--- config.mk ---
export PLATFORM = sky130hd
export DESIGN_NAME = md5_stream_hasher
export DESIGN_NICKNAME = d
export VERILOG_FILES = /design/src/rtl/md5sh_pkg.sv /design/src/rtl/md5sh_front.sv /design/src/rtl/md5sh_compress.sv /design/src/rtl/md5sh_back.sv /design/src/rtl/md5_stream_hasher.sv
export VERILOG_INCLUDE_DIRS = /design/src /design/src/rtl
export SDC_FILE = /design/constraint.sdc
export NUM_CORES = 2
export LEC_CHECK = 0
export BUFFER_PORTS_ARGS = -buffer_cell sky130_fd_sc_hd__clkbuf_2
export CORE_ASPECT_RATIO = 0.7
export CORE_UTILIZATION = 55
export CTS_CLUSTER_DIAMETER = 200
export DETAILED_ROUTE_END_ITERATION = 10
export PLACE_DENSITY_LB_ADDON = 0.2
export SLEW_MARGIN = 20
export SYNTH_ARGS = -nofsm -noshare
export SYNTH_HDL_FRONTEND = slang
export SYNTH_SLANG_ARGS = --single-unit
--- constraint.sdc ---
create_clock -name clk_i -period 21.5 [get_ports clk_i]
set_input_delay 2.15 -clock clk_i [delete_from_list [all_inputs] [get_ports clk_i]]
set_output_delay 2.15 -clock clk_i [all_outputs]
set_load 0.005 [all_outputs]
--- src/rtl/md5_stream_hasher_assert.svh ---
// ----------------------------------------------------------------------------
// md5_stream_hasher assertion macros
// Shared concurrent assertion forms, clocked on clk_i and off during reset.
// ----------------------------------------------------------------------------
`ifndef MD5_STREAM_HASHER_ASSERT_SVH
`define MD5_STREAM_HASHER_ASSERT_SVH

// Same-cycle implication.
`define MD5SH_ASSERT_NOW(lbl, ante, cons, msg) \
  lbl: assert property (@(posedge clk_i) disable iff (!rst_ni) (ante) |-> (cons)) \
    else $error(msg);

// Implication checked a fixed number of cycles later.
`define MD5SH_ASSERT_LATER(lbl, ante, dly, cons, msg) \
  lbl: assert property (@(posedge clk_i) disable iff (!rst_ni) (ante) |-> ##dly (cons)) \
    else $error(msg);

`endif

--- src/rtl/md5sh_pkg.sv ---
// ----------------------------------------------------------------------------
// md5sh_pkg
// Types, constants and round functions shared by the MD5 stream hasher.
// ----------------------------------------------------------------------------
package md5sh_pkg;

  typedef struct packed {
    logic [7:0] data_byte;
    logic       byte_present;
    logic       last_item;
  } md5_in_t;

  typedef struct packed {
    logic [31:0] digest_word;
    logic [1:0]  word_index;
    logic        last_word;
  } md5_out_t;

  typedef enum logic [1:0] {
    BS_LOAD,
    BS_PAD,
    BS_COMP,
    BS_OUT
  } back_state_e;

  typedef enum logic [1:0] {
    PH_MARK,
    PH_ZERO,
    PH_LEN
  } pad_phase_e;

  typedef enum logic [1:0] {
    CS_IDLE,
    CS_PRE,
    CS_RND,
    CS_FIN
  } comp_state_e;

  typedef struct packed {
    logic start;
    logic reinit;
  } comp_cmd_t;

  typedef struct packed {
    logic busy;
    logic done;
  } comp_stat_t;

  localparam logic [31:0] IV0 = 32'h67452301;
  localparam logic [31:0] IV1 = 32'hefcdab89;
  localparam logic [31:0] IV2 = 32'h98badcfe;
  localparam logic [31:0] IV3 = 32'h10325476;

  localparam logic [7:0] PAD_MARK   = 8'h80;
  localparam logic [5:0] LEN_OFFSET = 6'd56;
  localparam logic [5:0] FILL_LAST  = 6'd63;
  localparam logic [5:0] ROUND_LAST = 6'd63;
  localparam logic [1:0] WORD_LAST  = 2'd3;

  // Input queue between the front and back parts.
  localparam int unsigned QDEPTH = 4;
  localparam int unsigned QAW    = $clog2(QDEPTH);

  function automatic logic [31:0] round_k(input logic [5:0] i);
    logic [31:0] k;
    case (i)
      6'd0:  k = 32'hd76aa478;  6'd1:  k = 32'he8c7b756;
      6'd2:  k = 32'h242070db;  6'd3:  k = 32'hc1bdceee;
      6'd4:  k = 32'hf57c0faf;  6'd5:  k = 32'h4787c62a;
      6'd6:  k = 32'ha8304613;  6'd7:  k = 32'hfd469501;
      6'd8:  k = 32'h698098d8;  6'd9:  k = 32'h8b44f7af;
      6'd10: k = 32'hffff5bb1;  6'd11: k = 32'h895cd7be;
      6'd12: k = 32'h6b901122;  6'd13: k = 32'hfd987193;
      6'd14: k = 32'ha679438e;  6'd15: k = 32'h49b40821;
      6'd16: k = 32'hf61e2562;  6'd17: k = 32'hc040b340;
      6'd18: k = 32'h265e5a51;  6'd19: k = 32'he9b6c7aa;
      6'd20: k = 32'hd62f105d;  6'd21: k = 32'h02441453;
      6'd22: k = 32'hd8a1e681;  6'd23: k = 32'he7d3fbc8;
      6'd24: k = 32'h21e1cde6;  6'd25: k = 32'hc33707d6;
      6'd26: k = 32'hf4d50d87;  6'd27: k = 32'h455a14ed;
      6'd28: k = 32'ha9e3e905;  6'd29: k = 32'hfcefa3f8;
      6'd30: k = 32'h676f02d9;  6'd31: k = 32'h8d2a4c8a;
      6'd32: k = 32'hfffa3942;  6'd33: k = 32'h8771f681;
      6'd34: k = 32'h6d9d6122;  6'd35: k = 32'hfde5380c;
      6'd36: k = 32'ha4beea44;  6'd37: k = 32'h4bdecfa9;
      6'd38: k = 32'hf6bb4b60;  6'd39: k = 32'hbebfbc70;
      6'd40: k = 32'h289b7ec6;  6'd41: k = 32'heaa127fa;
      6'd42: k = 32'hd4ef3085;  6'd43: k = 32'h04881d05;
      6'd44: k = 32'hd9d4d039;  6'd45: k = 32'he6db99e5;
      6'd46: k = 32'h1fa27cf8;  6'd47: k = 32'hc4ac5665;
      6'd48: k = 32'hf4292244;  6'd49: k = 32'h432aff97;
      6'd50: k = 32'hab9423a7;  6'd51: k = 32'hfc93a039;
      6'd52: k = 32'h655b59c3;  6'd53: k = 32'h8f0ccc92;
      6'd54: k = 32'hffeff47d;  6'd55: k = 32'h85845dd1;
      6'd56: k = 32'h6fa87e4f;  6'd57: k = 32'hfe2ce6e0;
      6'd58: k = 32'ha3014314;  6'd59: k = 32'h4e0811a1;
      6'd60: k = 32'hf7537e82;  6'd61: k = 32'hbd3af235;
      6'd62: k = 32'h2ad7d2bb;  6'd63: k = 32'heb86d391;
      default: k = 32'h0;
    endcase
    return k;
  endfunction

  function automatic logic [4:0] round_shift(input logic [5:0] i);
    logic [4:0] s;
    case ({i[5:4], i[1:0]})
      4'd0:  s = 5'd7;   4'd1:  s = 5'd12;  4'd2:  s = 5'd17;  4'd3:  s = 5'd22;
      4'd4:  s = 5'd5;   4'd5:  s = 5'd9;   4'd6:  s = 5'd14;  4'd7:  s = 5'd20;
      4'd8:  s = 5'd4;   4'd9:  s = 5'd11;  4'd10: s = 5'd16;  4'd11: s = 5'd23;
      4'd12: s = 5'd6;   4'd13: s = 5'd10;  4'd14: s = 5'd15;  4'd15: s = 5'd21;
      default: s = 5'd0;
    endcase
    return s;
  endfunction

  // Message word used by round i.
  function automatic logic [3:0] msg_index(input logic [5:0] i);
    logic [3:0] g;
    case (i[5:4])
      2'd0:    g = i[3:0];
      2'd1:    g = 4'(4'd5 * i[3:0] + 4'd1);
      2'd2:    g = 4'(4'd3 * i[3:0] + 4'd5);
      2'd3:    g = 4'(4'd7 * i[3:0]);
      default: g = 4'd0;
    endcase
    return g;
  endfunction

  function automatic logic [31:0] round_fn(input logic [1:0] stage, input logic [31:0] b,
                                           input logic [31:0] c, input logic [31:0] d);
    logic [31:0] f;
    case (stage)
      2'd0:    f = (b & c) | (~b & d);
      2'd1:    f = (b & d) | (c & ~d);
      2'd2:    f = b ^ c ^ d;
      2'd3:    f = c ^ (b | ~d);
      default: f = 32'h0;
    endcase
    return f;
  endfunction

endpackage

--- src/rtl/md5sh_front.sv ---
// ----------------------------------------------------------------------------
// md5sh_front
// Input side: takes items, drops those that carry neither byte nor end, and
// queues the rest for the back part.
// ----------------------------------------------------------------------------
module md5sh_front import md5sh_pkg::*; (
  input  logic    clk_i,
  input  logic    rst_ni,
  input  logic    in_valid_i,
  output logic    in_ready_o,
  input  md5_in_t in_data_i,
  output logic    q_valid_o,
  output md5_in_t q_item_o,
  input  logic    q_pop_i
);

  md5_in_t          mem_q [QDEPTH];
  logic [QAW-1:0]   wr_ptr_q, rd_ptr_q;
  logic [QAW:0]     cnt_q, cnt_d;
  logic             push;

  assign in_ready_o = (cnt_q != (QAW+1)'(QDEPTH));
  assign push       = in_valid_i && in_ready_o &&
                      (in_data_i.byte_present || in_data_i.last_item);
  assign q_valid_o  = (cnt_q != '0);
  assign q_item_o   = mem_q[rd_ptr_q];

  always_comb begin
    cnt_d = cnt_q;
    if (push && !q_pop_i) begin
      cnt_d = cnt_q + (QAW+1)'(1);
    end else if (!push && q_pop_i) begin
      cnt_d = cnt_q - (QAW+1)'(1);
    end
  end

  always_ff @(posedge clk_i or negedge rst_ni) begin
    if (!rst_ni) begin
      wr_ptr_q <= '0;
      rd_ptr_q <= '0;
      cnt_q    <= '0;
    end else begin
      cnt_q <= cnt_d;
      if (push) begin
        wr_ptr_q <= wr_ptr_q + QAW'(1);
      end
      if (q_pop_i) begin
        rd_ptr_q <= rd_ptr_q + QAW'(1);
      end
    end
  end

  always_ff @(posedge clk_i) begin
    if (push) begin
      mem_q[wr_ptr_q] <= in_data_i;
    end
  end

endmodule

--- src/rtl/md5sh_compress.sv ---
// ----------------------------------------------------------------------------
// md5sh_compress
// Iterative MD5 compression: one round per cycle, chaining words held here.
// ----------------------------------------------------------------------------
module md5sh_compress import md5sh_pkg::*; (
  input  logic             clk_i,
  input  logic             rst_ni,
  input  comp_cmd_t        cmd_i,
  output logic [3:0]       w_idx_o,
  input  logic [31:0]      w_data_i,
  output comp_stat_t       stat_o,
  output logic [3:0][31:0] chain_o
);

  comp_state_e      st_q, st_d;
  logic [5:0]       cnt_q;
  logic [31:0]      a_q, b_q, c_q, d_q, kw_q;
  logic [3:0][31:0] chain_q;

  logic        load_en, kw_en, rnd_en, fin_en;
  logic [5:0]  next_i;
  logic [31:0] f, t, new_b, kw_next;
  logic [63:0] rot_w;

  always_comb begin
    case (st_q)
      CS_IDLE: st_d = cmd_i.start ? CS_PRE : CS_IDLE;
      CS_PRE:  st_d = CS_RND;
      CS_RND:  st_d = (cnt_q == ROUND_LAST) ? CS_FIN : CS_RND;
      CS_FIN:  st_d = CS_IDLE;
      default: st_d = CS_IDLE;
    endcase
  end

  always_comb begin
    load_en     = (st_q == CS_IDLE) && cmd_i.start;
    kw_en       = (st_q == CS_PRE) || (st_q == CS_RND);
    rnd_en      = (st_q == CS_RND);
    fin_en      = (st_q == CS_FIN);
    stat_o.busy = (st_q != CS_IDLE);
    stat_o.done = (st_q == CS_FIN);
    // The message word and constant for the next round are summed ahead of time and registered in kw_q.
    next_i      = (st_q == CS_RND) ? cnt_q + 6'd1 : 6'd0;
  end

  assign w_idx_o = msg_index(next_i);
  assign kw_next = round_k(next_i) + w_data_i;
  assign f       = round_fn(cnt_q[5:4], b_q, c_q, d_q);
  assign t       = a_q + f + kw_q;
  assign rot_w   = {t, t} << round_shift(cnt_q);
  assign new_b   = b_q + rot_w[63:32];
  assign chain_o = chain_q;

  always_ff @(posedge clk_i or negedge rst_ni) begin
    if (!rst_ni) begin
      st_q    <= CS_IDLE;
      cnt_q   <= '0;
      chain_q <= {IV3, IV2, IV1, IV0};
    end else begin
      st_q <= st_d;
      if (st_q == CS_PRE) begin
        cnt_q <= '0;
      end else if (rnd_en) begin
        cnt_q <= cnt_q + 6'd1;
      end
      if (fin_en) begin
        chain_q[0] <= chain_q[0] + a_q;
        chain_q[1] <= chain_q[1] + b_q;
        chain_q[2] <= chain_q[2] + c_q;
        chain_q[3] <= chain_q[3] + d_q;
      end else if (cmd_i.reinit) begin
        chain_q <= {IV3, IV2, IV1, IV0};
      end
    end
  end

  always_ff @(posedge clk_i) begin
    if (load_en) begin
      a_q <= chain_q[0];
      b_q <= chain_q[1];
      c_q <= chain_q[2];
      d_q <= chain_q[3];
    end else if (rnd_en) begin
      a_q <= d_q;
      b_q <= new_b;
      c_q <= b_q;
      d_q <= c_q;
    end
    if (kw_en) begin
      kw_q <= kw_next;
    end
  end

endmodule

--- src/rtl/md5sh_back.sv ---
// ----------------------------------------------------------------------------
// md5sh_back
// Block assembly, padding and digest output around the compression unit.
// ----------------------------------------------------------------------------
module md5sh_back import md5sh_pkg::*; (
  input  logic             clk_i,
  input  logic             rst_ni,
  input  logic             q_valid_i,
  input  md5_in_t          q_item_i,
  output logic             q_pop_o,
  output comp_cmd_t        cmd_o,
  input  comp_stat_t       stat_i,
  input  logic [3:0]       w_idx_i,
  output logic [31:0]      w_data_o,
  input  logic [3:0][31:0] chain_i,
  output logic             out_valid_o,
  input  logic             out_ready_i,
  output md5_out_t         out_data_o
);

  back_state_e st_q, st_d;
  pad_phase_e  phase_q, phase_d;
  logic        pad_active_q, pad_active_d;
  logic [5:0]  fill_q;
  logic [63:0] bitcnt_q, len_q, bit_sum;
  logic [1:0]  wi_q;
  logic        out_valid_q;
  md5_out_t    out_q;
  logic [31:0] words_q [16];

  logic       push_en, take_last, load_out, blk_full;
  logic [7:0] push_byte, len_byte;

  assign len_byte = len_q[{fill_q[2:0], 3'b000} +: 8];
  assign bit_sum  = bitcnt_q + {60'd0, q_item_i.byte_present, 3'b000};
  assign blk_full = push_en && (fill_q == FILL_LAST);

  // Control outputs.
  always_comb begin
    q_pop_o      = 1'b0;
    push_en      = 1'b0;
    push_byte    = '0;
    take_last    = 1'b0;
    load_out     = 1'b0;
    cmd_o.reinit = 1'b0;
    case (st_q)
      BS_LOAD: begin
        if (q_valid_i) begin
          q_pop_o   = 1'b1;
          push_en   = q_item_i.byte_present;
          push_byte = q_item_i.data_byte;
          take_last = q_item_i.last_item;
        end
      end
      BS_PAD: begin
        push_en = 1'b1;
        case (phase_q)
          PH_MARK: push_byte = PAD_MARK;
          PH_ZERO: push_byte = (fill_q == LEN_OFFSET) ? len_byte : 8'h00;
          PH_LEN:  push_byte = len_byte;
          default: push_byte = 8'h00;
        endcase
      end
      BS_COMP: begin
      end
      BS_OUT: begin
        load_out     = !out_valid_q || out_ready_i;
        cmd_o.reinit = load_out && (wi_q == WORD_LAST);
      end
      default: begin
      end
    endcase
    cmd_o.start = blk_full;
  end

  // Next state.
  always_comb begin
    case (st_q)
      BS_LOAD: begin
        if (blk_full) begin
          st_d = BS_COMP;
        end else if (take_last) begin
          st_d = BS_PAD;
        end else begin
          st_d = BS_LOAD;
        end
      end
      BS_PAD: st_d = blk_full ? BS_COMP : BS_PAD;
      BS_COMP: begin
        if (!stat_i.done) begin
          st_d = BS_COMP;
        end else if (pad_active_q && (phase_q == PH_LEN)) begin
          st_d = BS_OUT;
        end else if (pad_active_q) begin
          st_d = BS_PAD;
        end else begin
          st_d = BS_LOAD;
        end
      end
      BS_OUT:  st_d = cmd_o.reinit ? BS_LOAD : BS_OUT;
      default: st_d = BS_LOAD;
    endcase
  end

  // Padding bookkeeping.
  always_comb begin
    phase_d      = phase_q;
    pad_active_d = pad_active_q;
    if (take_last) begin
      phase_d      = PH_MARK;
      pad_active_d = 1'b1;
    end else if (st_q == BS_PAD) begin
      case (phase_q)
        PH_MARK: phase_d = PH_ZERO;
        PH_ZERO: phase_d = (fill_q == LEN_OFFSET) ? PH_LEN : PH_ZERO;
        PH_LEN:  phase_d = PH_LEN;
        default: phase_d = PH_MARK;
      endcase
    end
    if (cmd_o.reinit) begin
      pad_active_d = 1'b0;
    end
  end

  always_ff @(posedge clk_i or negedge rst_ni) begin
    if (!rst_ni) begin
      st_q         <= BS_LOAD;
      phase_q      <= PH_MARK;
      pad_active_q <= 1'b0;
      fill_q       <= '0;
      bitcnt_q     <= '0;
      wi_q         <= '0;
      out_valid_q  <= 1'b0;
    end else begin
      st_q         <= st_d;
      phase_q      <= phase_d;
      pad_active_q <= pad_active_d;
      if (push_en) begin
        fill_q <= fill_q + 6'd1;
      end
      if (take_last) begin
        bitcnt_q <= '0;
      end else if (q_pop_o) begin
        bitcnt_q <= bit_sum;
      end
      if (load_out) begin
        wi_q <= wi_q + 2'd1;
      end
      if (load_out) begin
        out_valid_q <= 1'b1;
      end else if (out_ready_i) begin
        out_valid_q <= 1'b0;
      end
    end
  end

  always_ff @(posedge clk_i) begin
    if (push_en) begin
      words_q[fill_q[5:2]][{fill_q[1:0], 3'b000} +: 8] <= push_byte;
    end
    if (take_last) begin
      len_q <= bit_sum;
    end
    if (load_out) begin
      out_q.digest_word <= chain_i[wi_q];
      out_q.word_index  <= wi_q;
      out_q.last_word   <= (wi_q == WORD_LAST);
    end
  end

  assign w_data_o    = words_q[w_idx_i];
  assign out_valid_o = out_valid_q;
  assign out_data_o  = out_q;

endmodule

--- src/rtl/md5_stream_hasher.sv ---
// ----------------------------------------------------------------------------
// md5_stream_hasher
// MD5 digest of a byte stream, four digest words out per message.
// ----------------------------------------------------------------------------
// Usage: each input transfer carries one message byte (byte_present = 1)
// and/or the end of the message (last_item = 1); an end with no byte
// closes the message as it stands, the empty message included. Transfers
// with neither flag are dropped. After the end, four output transfers give
// the digest words 0 to 3, first digest byte in bits 7:0, last_word on 3.
// A four-entry queue decouples input from processing. Each byte enters the
// block buffer as it is taken from the queue; every full 64-byte block then
// holds the back part in the round unit for a prefetch step, 64 rounds and
// the chaining update. Padding adds 9 to 72 byte steps and one or two more
// compressions before the digest appears, then each word leaves through a
// single output register.
// Reset clears the queue, counters and chaining words to the MD5 start
// values. A stalled receiver holds the output register; the back part then
// waits, and the queue fills and drops in_ready_o.
// ----------------------------------------------------------------------------
`include "md5_stream_hasher_assert.svh"

module md5_stream_hasher import md5sh_pkg::*; (
  input  logic     clk_i,
  input  logic     rst_ni,
  input  logic     in_valid_i,
  output logic     in_ready_o,
  input  md5_in_t  in_data_i,
  output logic     out_valid_o,
  input  logic     out_ready_i,
  output md5_out_t out_data_o
);

  logic             q_valid, q_pop;
  md5_in_t          q_item;
  comp_cmd_t        cmd;
  comp_stat_t       stat;
  logic [3:0]       w_idx;
  logic [31:0]      w_data;
  logic [3:0][31:0] chain;

  md5sh_front u_front (
    .clk_i      (clk_i),
    .rst_ni     (rst_ni),
    .in_valid_i (in_valid_i),
    .in_ready_o (in_ready_o),
    .in_data_i  (in_data_i),
    .q_valid_o  (q_valid),
    .q_item_o   (q_item),
    .q_pop_i    (q_pop)
  );

  md5sh_compress u_compress (
    .clk_i    (clk_i),
    .rst_ni   (rst_ni),
    .cmd_i    (cmd),
    .w_idx_o  (w_idx),
    .w_data_i (w_data),
    .stat_o   (stat),
    .chain_o  (chain)
  );

  md5sh_back u_back (
    .clk_i       (clk_i),
    .rst_ni      (rst_ni),
    .q_valid_i   (q_valid),
    .q_item_i    (q_item),
    .q_pop_o     (q_pop),
    .cmd_o       (cmd),
    .stat_i      (stat),
    .w_idx_i     (w_idx),
    .w_data_o    (w_data),
    .chain_i     (chain),
    .out_valid_o (out_valid_o),
    .out_ready_i (out_ready_i),
    .out_data_o  (out_data_o)
  );

  `MD5SH_ASSERT_NOW(a_start_when_idle, cmd.start, !stat.busy, "compression started while busy")
  `MD5SH_ASSERT_NOW(a_pop_when_valid, q_pop, q_valid, "queue read while empty")
  `MD5SH_ASSERT_LATER(a_comp_latency, cmd.start, 66, stat.done, "compression did not end on time")
  `MD5SH_ASSERT_NOW(a_no_reinit_mid_comp, cmd.reinit, !stat.busy, "reinit during compression")

endmodule
* After elaboration in Yosys (flattened, before gate mapping)
Memory sizes are Yosys's and may differ from the RTL's.
Cells that the tools add are included.
W data, S select, Z words.
** Operators by class
- $add $sub $neg :: 19
- Multipliers :: 3
- Order comparisons :: 1
- Eq/ne operators :: 19
- Shift-type cells :: 4
- Mux-type cells :: 56
- Bitwise operators :: 12
- Reductions and logical operators :: 28
** Operator list (count)
- $mux W32 :: 10
- $add A32 B32 Y32 :: 8
- $mux W128 :: 2
- $and A32 B32 Y32 :: 4
- $mux W64 :: 2
- $pmux W32 S4 :: 1
- $or A32 B32 Y32 :: 3
- $xor A32 B32 Y32 :: 3
- $add A64 B4 Y64 :: 1
- $bmux W32 S2 :: 1
- $not A32 Y32 :: 2
- $shiftx A64 B7 Y8 :: 1
- $shl A64 B5 Y64 :: 1
- $shift A8 B7 Y32 const A :: 1
- $shiftx A8 B7 Y32 :: 1
- $pmux W8 S3 :: 1
- $eq A2 B2 Y1 const B :: 10
- $eq A6 B6 Y1 const B :: 3
- $mux W1 :: 18
- $mux W6 :: 3
- $mux W2 :: 8
- $mux W8 :: 2
- $pmux W2 S4 :: 2
- $pmux W4 S4 :: 1
- 22 further kinds :: 53
** Storage, ports and cells
- Flip-flop bits (word level) :: 480
- Bits in writable memories :: 552
- Memory bits (read-only) :: 2128
- Input bits :: 14
- Word-level logic and storage cells :: 171
- Memories kept :: 4
** Memory list
- (name not given) :: words 64, width 32, read ports 1, clocked after memory_dff 0, write ports 0, RTL line md5sh_pkg.sv:66 : case (i)
- u_back.words_q :: words 16, width 32, read ports 1, clocked after memory_dff 0, write ports 1, RTL line md5sh_back.sv:29 : logic [31:0] words_q [16];
- (name not given) :: words 16, width 5, read ports 1, clocked after memory_dff 0, write ports 0, RTL line md5sh_pkg.sv:106 : case ({i[5:4], i[1:0]})
- u_front.mem_q :: words 4, width 10, read ports 1, clocked after memory_dff 0, write ports 1, RTL line md5sh_front.sv:17 : md5_in_t mem_q [QDEPTH];

* Longest topological paths before layout
- Depth after elaboration :: 10
- Depth in mapped cells :: 35
- Depth with buffers taken out :: 33

* Cells and area by module
Synthesis repeated with hierarchy kept, for this count alone.
** Unflattened totals
- Cells, all modules :: 5468
- Area, all modules :: 61076.1 sq um
** By module, submodules not included
- md5sh_compress :: times used 1, cells an instance 3765, area each 30107.6 sq um, seq. area each 8287.9 sq um
- md5sh_back :: times used 1, cells an instance 1615, area each 29099.2 sq um, seq. area each 20134.3 sq um
- md5sh_front :: times used 1, cells an instance 88, area each 1869.3 sq um, seq. area each 1376.3 sq um

* Worst setup path after synthesis
No wires, ideal clock.
- Path kind :: reg2reg
- From :: register u_compress.cnt_q[4]
- To :: register u_compress.b_q[30] (data pin)
- Library setup time :: 0.268 ns
- Data arrival time :: 7.586 ns
- Data required time :: 21.232 ns
- Slack :: 13.646 ns
- Stages on the path, launching flop included :: 33
- Buffers on the path :: 4
- Path through :: dfrtp_1 > buf_6 > buf_6 > clkbuf_1 > buf_1 > o21ai_0 > fa_1 > inv_1 > ha_1 > fa_1 > a211oi_2 > o211ai_1 > and3_1 > a211o_1 > a21boi_1 > o311ai_0 > and2_0 > mux4_2 > mux2_2 > o21ai_0 > mux2i_1 > ha_1 > a21o_1 > a21o_1 > a2111oi_0 > nor3b_1 > o31ai_1 > a31oi_1 > o31ai_1 > o21ai_0 > a21oi_1 > xor2_1 > o21ai_0
** Between the ends
- Cells in the longest elaborated chain, start to end :: 8
** Ends and longest elaborated chain
- from (decl) :: RTL line md5sh_compress.sv:16 : logic [5:0] cnt_q;
- from (signal assigned) :: RTL line md5sh_compress.sv:64 : cnt_q <= cnt_q + 6'd1;
- $eq A2 B2 Y1 (tied with other cells) :: RTL line md5sh_pkg.sv:132 : case (stage)
- $pmux W32 S4 :: RTL line md5sh_pkg.sv:132
- $add A32 B32 Y32 (2 in a row) :: RTL line md5sh_compress.sv:49 : assign t = a_q + f + kw_q;
- $shl A64 B5 Y64 (*) :: RTL line md5sh_compress.sv:50 : assign rot_w = {t, t} << round_shift(cnt_q);
- $add A32 B32 Y32 (*) :: RTL line md5sh_compress.sv:51 : assign new_b = b_q + rot_w[63:32];
- $mux W32 (*) :: RTL line md5sh_compress.sv:83 : end else if (rnd_en) begin
- $mux W32 (*) :: RTL line md5sh_compress.sv:78 : if (load_en) begin
- to (signal assigned) :: RTL line md5sh_compress.sv:80 : b_q <= chain_q[1];
- to (signal assigned) :: RTL line md5sh_compress.sv:85 : b_q <= new_b;
- to (decl) :: RTL line md5sh_compress.sv:17 : logic [31:0] a_q, b_q, c_q, d_q, kw_q;
Every way passes the cells marked *; elsewhere a longest branch is shown, timed or not. The select of a mux whose other input is x is not followed.
A chain may end at the register's enable or synchronous reset.

* Worst setup path after layout
- From :: register u_compress.cnt_q[5]
- To :: register u_compress.b_q[30] (data pin)
The elaborated chain is that of the path after synthesis.

==> impl_metrics.ini <==
[global_route]
grt_pass1_vias = 42130
grt_start_max_net_pins = 144
grt_pass1_wl_um = 276200
antenna_found_initial = 4
grt.overflow.total = 0
grt.total_usage_pct = 33.26

[timing]
tns_ns = 0
timing.fmax_mhz = 99.33
skew_ns = 0.05589
slew_headroom_pct = 6.291
post-route-min-period_ns = 10.07
tightest_slew_ns = 1.370
drv_slew = 0
fin_crit_sh_pct = 46.83
rsz0062_at_grt = no
setup_violations = 0
hold_viol = 0

[min_path]
whs_path_depth = 2
hold_path_class = reg2reg

[setup_path]
crit_fanout = 71
rr_worst_depth = 30
slowest_stage = dfrtp_4
worst_setup_path_end_kind = flip-flop
crit_path_max_incr_delay_ns = 1.02
critPathKind = reg2reg
critPathRequiredTime_ns = 21.96
cp_common_cell = o21ai_0
start_kind = flip-flop
crit_arrival_ns = 10.52

[clock_tree]
cts-htree-levels = 3
cts.clk_slew.worst_paths_ns = 0.06
cts_hold_buf = 0
clkSinkCount = 1026
cts_root_buf = clkbuf_16
postCtsSetupBuffers = 0
numCtsBuffers = 99
cts_resized = 0
clock_path_buffers = 3
worstSkewPairLatency_ns = 0.74
cts_tree = built

[detailed_routing]
post_drt_wl_per_cell_um = 26.84
first_pass_iters = 6
drt_first_iter_violations = 6128
remaining_drc_errors = 0
routed_wl_um = 186400
post_drt_via_cell_ratio = 6.590
vias = 45770
ant_nets = 0

[synth]
synth.distinct_cells = 94
netlist_area_um2 = 60870
ys.flop_type = edfxtp_1
syn_nets = 5843
synth-edff-count = 808
netlist_instances = 5480
ys_seq_elements = 1026
synth_seq_area_share_pct = 48.95
avgSynthCellArea_um2 = 11.11
async_flop_share_pct = 21.25
yosysWarnings = 0

[final_layout]
final_cell_mix = edfxtp_1 (808), nand2_1 (661), nor2_1 (390)
drive_gt1_share_pct = 11.41
finalNonFillerCells = 6946
diodes = 0
area_growth_pct = 8.253
layout_commonest_cell = edfxtp_1
fin_nets = 5786

[power_and_ir_drop]
finalPower_uw = 4046
peakVddDrop_mv = 0.06813
p_per_area_nw_per_um2 = 61.40
p_leak_uw = 0.02411

[floorplanning]
dieHeight_um = 280.3
die_area_um2 = 112000
die_width_um = 399.6
ioPinCount = 51
start_util_pct = 55.81
num_rows = 101
core_um2 = 109100

[placement]
dp_hpwl_um = 134300
gp_congestion = 1.043
numPortBuffers = 50
dp.cells = 6763

[outcome]
outcome = completed

[job]
drv_cap = 0
## Yosys cell counts, types with 24 or more instances
master	number	area [um2]
edfxtp_1	808	24260
nand2_1	666	2500
nor2_1	398	1494
a21oi_1	364	1822
o21ai_0	350	1752
ha_1	305	3816
inv_1	219	822.0
clkbuf_1	208	780.8
xnor2_1	199	1743
mux4_2	190	4279
dfrtp_1	154	3854
nand3_1	138	690.7
mux2i_1	136	1361
a21o_1	109	818.3
xor2_1	102	893.4
a22oi_1	73	548.0
nor3_1	71	355.3
dfstp_2	64	1682
a211oi_1	63	473.0
nand2b_1	58	362.9
a31oi_1	54	337.8
nor2b_1	48	300.3
and3_1	47	294.0
a22o_1	46	402.9
fa_1	44	880.8
o31ai_1	40	300.3
o211ai_1	36	270.3
o21a_1	34	255.2
and2_1	32	200.2
buf_1	29	108.9
o21bai_1	28	210.2
nand4_1	26	162.7
or3_1	25	156.4
mux2_2	24	270.3
## routing by layer
| layer | GRT usage (%) | routed length [um] | vias up |
|---|---|---|---|
| met3 | 14.35 | 30580 | 271 |
| met2 | 41.55 | 70450 | 2744 |
| met1 | 52.36 | 81640 | 22430 |
| met5 | 0 | 0 | - |
| met4 | 6.557 | 3747 | 0 |
| li1 | - | - | 20320 |
## final cells by class
class,count,area [um2]
clock buffers,131,2720
flip-flops and latches,1026,29810
repair buffers,116,768.2
clock inverters,51,747.0
inverters,225,852.1
multi-input cells,3955,29190
well taps,1442,1804
fillers,8697,43160
## critical path: cells and delay by family, from the launching register on
kind,cells,cell delay [ns]
AO/OA/AOI/OAI,17,4.96
XOR/XNOR,1,0.16
adder cells (fa/ha/maj),3,1.20
buffers and inverters,3,0.64
flip-flops,1,1.02
multiplexers,3,0.90
AND/OR/NAND/NOR,3,0.90
## through the flow
step	util (%)	area, um2	hold WS [ns]	setup WS, ns
after floorplan	-	60870	0.4487	13.65
after global placement	57.21	62390	0.4683	12.02
after detailed placement	57.21	62390	0.4891	11.78
after CTS	60.38	65850	0.5042	11.79
after global routing	60.42	65890	0.5206	11.01
final	60.42	65890	0.5032	11.43
## flip-flops by register name (all words and copies together), names as in the netlist, 35 cells and up
| signal | count |
|---|---|
| u_compress.chain_o | 128 |
| u_back.out_data_o | 35 |
| u_back.bitcnt_q | 61 |
| u_front.mem_q | 40 |
| u_back.words_q | 512 |
| u_back.len_q | 61 |
## where the power goes
part | switching (uW) | leakage [uW] | internal, uW
Sequential | 7.95 | 0.00885 | 2140
Combinational | 31.9 | 0.0136 | 14.9
Clock | 797 | 0.00166 | 1060
Total | 837 | 0.0241 | 3210
## logic make-up (layout without fill, tap and decap cells)
kind of cell,after synthesis,after routing,synth area share [%]
flip-flops,1026,1026,48.95
AND/OR/NAND/NOR,1564,1564,11.38
XOR/XNOR,303,303,4.384
AO/OA/AOI/OAI,1387,1387,14.50
adder cells (fa/ha/maj),350,350,7.735
buffers and inverters,499,523,3.316
multiplexers,351,351,9.735
## path summary, 6_finish.rpt
path | start | to | slack [ns]
worst max-delay path | u_compress.cnt_q[5] | u_compress.b_q[30] | 11.43
worst min-delay path | u_back.bitcnt_q[3] | u_back.bitcnt_q[3] | 0.50
worst max register to register | u_compress.cnt_q[5] | u_compress.b_q[30] | 11.43
worst min register to register | u_back.bitcnt_q[3] | u_back.bitcnt_q[3] | 0.50
max in group asynchronous | rst_ni | u_back.fill_q[1] | 18.71
min in group asynchronous | rst_ni | u_compress.chain_o[6] | 1.40
No activity file was read; power rests on OpenSTA's default activity.
